--- src/design/msq_pkg.sv ---
package msq_pkg;

    localparam int MAX_SIZE_DEF = 32;

    localparam int SIZE_W  = 6;
    localparam int IDX_W   = 5;
    localparam int ELEM_W  = 8;
    localparam int PROD_W  = 21;
    localparam int TOTAL_W = 32;
    localparam int VALUE_W = 31;

    localparam logic [SIZE_W-1:0] SIZE_RESET = 6'd30;

    localparam logic [1:0] OP_LOAD = 2'd0;
    localparam logic [1:0] OP_CALC = 2'd1;
    localparam logic [1:0] OP_READ = 2'd2;

    localparam logic RES_TOTAL = 1'b0;
    localparam logic RES_ENTRY = 1'b1;

    typedef struct packed {
        logic [1:0]        opcode;
        logic [IDX_W-1:0]  row;
        logic [IDX_W-1:0]  column;
        logic [ELEM_W-1:0] element;
    } t_in_word;

    typedef struct packed {
        logic               result_kind;
        logic [VALUE_W-1:0] result_value;
    } t_out_word;

    // control that travels alongside the operand pair into the MAC
    typedef struct packed {
        logic clear;
        logic valid;
        logic last;
    } t_mac_ctl;

endpackage

--- src/design/msq_mac.sv ---
module msq_mac #(
    parameter int ACC_W = 21,
    parameter int AW    = 10
) (
    input  logic                          i_clk,
    input  logic                          i_rst_n,
    input  msq_pkg::t_mac_ctl             i_ctl,
    input  logic [msq_pkg::ELEM_W-1:0]    i_a,
    input  logic [msq_pkg::ELEM_W-1:0]    i_b,
    input  logic [AW-1:0]                 i_addr,
    output logic                          o_busy,
    output logic                          o_wr_en,
    output logic [AW-1:0]                 o_wr_addr,
    output logic [msq_pkg::PROD_W-1:0]    o_wr_data,
    output logic [msq_pkg::TOTAL_W-1:0]   o_total
);
    import msq_pkg::*;

    logic [2*ELEM_W-1:0] r_prod;
    logic                r_valid;
    logic                r_last;
    logic [AW-1:0]       r_addr;
    logic [ACC_W-1:0]    r_acc;
    logic [TOTAL_W-1:0]  r_total;

    logic [ACC_W-1:0]    sum;
    logic [PROD_W-1:0]   entry;

    assign sum   = r_acc + ACC_W'(r_prod);
    assign entry = PROD_W'(sum);

    always_ff @(posedge i_clk) begin
        if (!i_rst_n) begin
            r_valid <= 1'b0;
            r_acc   <= '0;
            r_total <= '0;
        end else begin
            r_valid <= i_ctl.valid;
            if (i_ctl.clear) begin
                r_acc   <= '0;
                r_total <= '0;
            end else if (r_valid) begin
                if (r_last) begin
                    r_acc   <= '0;
                    r_total <= r_total + TOTAL_W'(entry);
                end else begin
                    r_acc <= sum;
                end
            end
        end
    end

    always_ff @(posedge i_clk) begin
        r_prod <= i_a * i_b;
        r_last <= i_ctl.last;
        r_addr <= i_addr;
    end

    assign o_busy    = r_valid;
    assign o_wr_en   = r_valid && r_last;
    assign o_wr_addr = r_addr;
    assign o_wr_data = entry;
    assign o_total   = r_total;

endmodule

--- config.mk ---
export PLATFORM = sky130hd
export DESIGN_NAME = msq_mac
export DESIGN_NICKNAME = d
export VERILOG_FILES = /design/src/design/msq_pkg.sv /design/src/design/msq_mac.sv
export SDC_FILE = /design/constraint.sdc
export NUM_CORES = 1
export LEC_CHECK = 0
export ABC_CLOCK_PERIOD_IN_PS = 3900
export BUFFER_PORTS_ARGS = -buffer_cell sky130_fd_sc_hd__buf_2
export CAP_MARGIN = 40
export CORE_ASPECT_RATIO = 0.6
export CORE_MARGIN = 5
export CORE_UTILIZATION = 28
export DETAILED_ROUTE_END_ITERATION = 10
export HOLD_SLACK_MARGIN = 0.06
export SLEW_MARGIN = 15
export SYNTH_ARGS = -nofsm -noshare
export SYNTH_HDL_FRONTEND = slang
export SYNTH_SLANG_ARGS = --single-unit
--- constraint.sdc ---
create_clock -name i_clk -period 3.9 [get_ports i_clk]
set_clock_uncertainty 0.05 [all_clocks]
set_input_delay 0.195 -clock i_clk [delete_from_list [all_inputs] [get_ports i_clk]]
set_output_delay 0.195 -clock i_clk [all_outputs]
set_load 0.05 [all_outputs]
# Yosys cells after proc, flatten, opt, wreduce, memory -nomap -nowiden
# Index checks and enable logic that the tools add are counted.
[totals]
rom_bits = 0
wordCells = 14
latchBits = 0
reg_bits = 81
ram_bits = 0
mem_count = 0
[classes]
shifts = 0
n_lt_le_gt_ge = 0
div = 0
n_reduce_logical = 3
n_bitwise = 1
muxes = 1
n_addsub = 2
eq_ne = 0
multipliers = 1
[op_table]
columns = ["cell", "n"]
rows = [
  ["32-bit by 21-bit adder with 32-bit output", 1],
  ["21-bit by 16-bit adder with 21-bit output", 1],
  ["21-bit 2-to-1 mux", 1],
  ["8-bit by 8-bit multiplier with 16-bit output", 1],
  ["2-bit AND reduction", 1],
  ["2-bit OR reduction", 1],
  ["1-bit logical AND", 1],
  ["1-bit inverter", 1],
]

# Depth between registers and ports, before layout
[logic_depth]
word_depth = 2
ltp_mapped = 17
depth_no_buf = 17

# Least setup slack after synthesis
# Ideal clock, no wire load.
[synth_timing]
path_kind = "reg-to-reg"
from = "reg r_prod[1]"
to = "reg r_total[25] (netlist: o_total[25])"
path_stages_with_launch = 18
n_path_buf = 1
setup_slack_ns = -0.320
synth_period_minus_slack_ns = 4.220
arrival_time_ns = 4.037
path_cell_list = "dfxtp_1 ha_1 a21o_1 a21o_1 nand3_1 a31oi_1 o21a_1 o21a_1 xor2_1 ha_1 nand2_1 nor2_2 and3_1 a21bo_1 o211a_1 buf_2 o311ai_2 o41ai_2"
[synth_via]
elab_chain_cells = 2
[synth_lines]
columns = ["element", "line", "rtl"]
rows = [
  ["start: declaration", "msq_mac.sv:19", "logic [2*ELEM_W-1:0] r_prod;"],
  ["start signal: assignment", "msq_mac.sv:54", "r_prod <= i_a * i_b;"],
  ["21-bit by 16-bit adder with 21-bit output", "msq_mac.sv:29", "assign sum = r_acc + ACC_W'(r_prod);"],
  ["via o_wr_data (one bit)", "msq_mac.sv:14", "output logic [msq_pkg::PROD_W-1:0] o_wr_data,"],
  ["32-bit by 21-bit adder with 32-bit output", "msq_mac.sv:45", "r_total <= r_total + TOTAL_W'(entry);"],
  ["end signal: assignment", "msq_mac.sv:45", ""],
  ["end: declaration", "msq_mac.sv:24", "logic [TOTAL_W-1:0] r_total;"],
]
# The timed path passes the listed nets, and every way through them passes these cells.
# A chain may end at the register's enable or synchronous reset.

# Worst setup path after layout
[layout_timing]
from = "reg r_acc[0]"
to = "reg r_total[31] (netlist: o_total[31])"
[layout_via]
elab_chain_cells = 2
[layout_lines]
columns = ["element", "line", "rtl"]
rows = [
  ["start: declaration", "msq_mac.sv:23", "logic [ACC_W-1:0] r_acc;"],
  ["start signal: assignment", "msq_mac.sv:47", "r_acc <= sum;"],
  ["21-bit by 16-bit adder with 21-bit output", "msq_mac.sv:29", ""],
  ["32-bit by 21-bit adder with 32-bit output", "msq_mac.sv:45", ""],
]
# Every way passes these cells.

==> run_results.csv <==
group,metric,value,unit
status,outcome,"complete, no violations",
yosys,synth_cells,771,
cells_and_area,fillers,2475,
setup_path,r2r-end,"o_total[31]",
global_routing,grt_pass1_vias,6019,
place,dp.cells,1275,
sta,min_period,3.827,ns
run,maxCapViolations,0,
cells_and_area,regArea,1625,µm²
clocking,clock-root-buffer,"clkbuf_16",
clocking,path_clk_slew,0.07,ns
global_routing,grt_use_met2,20.33,%
yosys,synth_edf_count,0,
power_and_ir_drop,p_leak,4.435,nW
yosys,synth_area_leaders,"dfxtp_1, ha_1, fa_1, and2_1, a21oi_1",
worst_hold_path,hold_class,"input port to register",
worst_hold_path,holdPathStages,2,
worst_hold_path,min_delay_worst_endpoint,"r_prod[0]",
yosys,syn_area_per_cell,8.773,µm²
setup_path,r2r_cells,16,
clocking,htree_levels,3,
global_routing,antenna_found_initial,0,
place,numPortBuffers,95,
setup_path,r2r-start,"r_acc[0]",
setup_path,cp_num_buf_inv,0,
yosys,ys_warn_count,0,
global_routing,grt_pass1_wl,32060,µm
detailed_routing,wl,20400,µm
clocking,cts_buffers,9,
yosys,synth.cell_area,6764,µm²
sta,max-slew-margin-rel,48.86,%
cells_and_area,final_cells,1313,
setup_path,cp_top_family,"simple AND/OR/NAND/NOR gates",
cells_and_area,drive_gt1_share,32.69,%
global_routing,top_usage_layer,"met1",
sta,tns,0,ns
yosys,post-synth-top-count-cell,"dfxtp_1",
global_routing,use_met1,22.95,%
sta,fmax,0.2613,GHz
clocking,cts_buffer_depth,2,
floorplanning,boundaryPins,96,
setup_path,arrival,4.07,ns
place,gp_congestion,0.8964,
global_routing,grt_start_max_net_pins,34,
setup_path,path_class,"register to register",
sta,rsz0062_at_grt,"true",
sta,whs,0.1396,ns
yosys,syn_nets,913,
floorplanning,die-area,27470,µm²
setup_path,slowest_stage,"or4_1",
clocking,cts_tree,"done",
detailed_routing,vias,6324,
cells_and_area,num_antenna_cells,0,
detailed_routing,detail_route.wl_per_cell,15.54,µm
cells_and_area,multi_input_area,5428,µm²
yosys,synth-seq-area-share,23.97,%
clocking,clock_sinks,81,
setup_path,crit_path_max_fanout,4,
global_routing,grt_usage,14.58,%
power_and_ir_drop,peakVddDrop,0.0002274,V
clocking,clock_latency,0.35,ns
place,preCtsSetupSlack,-0.2970,ns
setup_path,rrSetupSlack,0.07,ns
floorplanning,die_y,130.4,µm
sta,fin_ws,0.07306,ns
setup_path,worst_setup_path_start_kind,"register",
floorplanning,rows,44,
power_and_ir_drop,power.total,4.794,mW
floorplanning,core,24000,µm²
sta,setup_violations,0,
yosys,synthTopCellsByCount,"dfxtp_1, ha_1, inv_1",
detailed_routing,ant_nets,0,
setup_path,crit_required,4.14,ns
yosys,synthArstFlopShare,0,%
setup_path,end_kind,"register",
global_routing,overflow,0,
power_and_ir_drop,powerDensity,502.6,nW/µm²
sta,hold_violations,0,
detailed_routing,via_per_inst,4.816,
sta,worst_pin_slew,0.7655,ns
cells_and_area,layout.nets,1128,
detailed_routing,drc,0,
detailed_routing,first_pass_iters,5,
detailed_routing,first_iter_violations,392,
sta,layout_worst_path_cycle_share,98.13,%
setup_path,slowest_delay,0.48,ns
floorplanning,start_util,28.18,%
yosys,synth_flop_cell,"dfxtp_1",
place,dp.final_hpwl,16030,µm
yosys,yosys.cell_types.count,70,
setup_path,cp_common_cell,"ha_4",
yosys,synth_top_area_share,23.97,%
floorplanning,die_w,210.7,µm
sta,maxSlewViolCount,0,
setup_path,setup.worst_path.start,"r_acc[0]",
setup_path,path_cells,"ha_4 > fa_2 > a211oi_4 > o21ai_2 > nand4_1 > nand3b_1 > a31oi_4 > xnor2_4 > ha_4 > nand2_4 > nor2_4 > and3_4 > a21bo_4 > o211a_4 > or4_1 > nand2_1",
worst_hold_path,min-delay-start,"i_b[0]",
global_routing,met3_usage,3.531,%
cells_and_area,synthToLayoutAreaGrowth,41.03,%
yosys,yosysTopAreaCell,"dfxtp_1",
yosys,synth-seq-cells,81,
worst max-delay path by stage:
stage	end	cells after the start
after floorplan	o_total[25]	17
after global placement	r_prod[14]	15
after detailed placement	r_prod[14]	15
after CTS	o_total[24]	17
after global routing	r_prod[15]	16
final	o_total[31]	16
cells by family (layout without fill, tap and decap cells):
kind of cell / count (synthesis) / after routing / synth area share [%]
AO/OA/AOI/OAI: 189 / 189 / 19.68
XOR/XNOR: 43 / 43 / 5.568
adder cells (fa/ha/maj): 111 / 111 / 24.75
buffers and inverters: 81 / 301 / 4.513
flip-flops: 81 / 81 / 23.97
multiplexers: 1 / 1 / 0.1480
AND/OR/NAND/NOR: 265 / 265 / 21.36
through the flow:
step	instance area [µm²]	utilization, %
5_1_grt	9539	39.74
3_5_place_dp	8612	35.88
6_report	9539	39.74
3_3_place_gp	8612	35.88
4_1_cts	9144	38.09
2_1_floorplan	6989	-
area by class of cell:
| cell class | instances | area share [%] |
|---|---|---|
| clock buffers | 10 | 2.505 |
| clock inverters | 6 | 0.9575 |
| inverters | 63 | 2.479 |
| multi-input cells | 609 | 56.90 |
| flip-flops and latches | 81 | 17.04 |
| well taps | 322 | 4.223 |
| repair buffers | 222 | 15.90 |
where the power goes:
part	switching (mW)	leakage [nW]	internal (mW)
sequential	0.0540	0.664	0.923
combinational	1.61	3.61	1.24
clock	0.386	0.163	0.581
total	2.05	4.43	2.74
flip-flops by register name (all words and copies together) (netlist names):
register / flops
o_total: 32
r_acc: 21
r_prod: 16
o_wr_addr: 10
o_busy: 1
r_last: 1
metal layers:
metal / part of all wire (%) / wire length [µm]
met5: 0 / 0
met3: 5.4 / 1097
met4: 0.56 / 115
met1: 54 / 10970
met2: 40 / 8215
timing repair:
item	CTS	global route
pin swaps	3	28
hold buffers	13	0
buffers inserted	3	5
endpoints found under the hold margin	12	0
setup endpoints to repair	12	23
gates cloned	0	1
resized for setup	7	64
placed cells by master, fill, tap and decap left out, types with 7 or more instances in the layout:
cell type / n
nor3_1: 11
o21ai_0: 23
dlygate4sd3_1: 13
nand2_1: 60
ha_4: 13
nor2_1: 39
fa_1: 37
nand2b_1: 14
nand4_1: 8
ha_1: 56
and2_1: 57
clkbuf_16: 10
a21oi_1: 46
a21o_1: 21
buf_4: 110
nand3b_1: 11
a21oi_2: 10
nor2b_1: 15
xnor2_1: 20
dfxtp_1: 78
and3_1: 7
o21a_1: 16
or3_1: 7
xor2_1: 7
inv_1: 62
buf_2: 95
No activity file was read; power rests on OpenSTA's default activity.
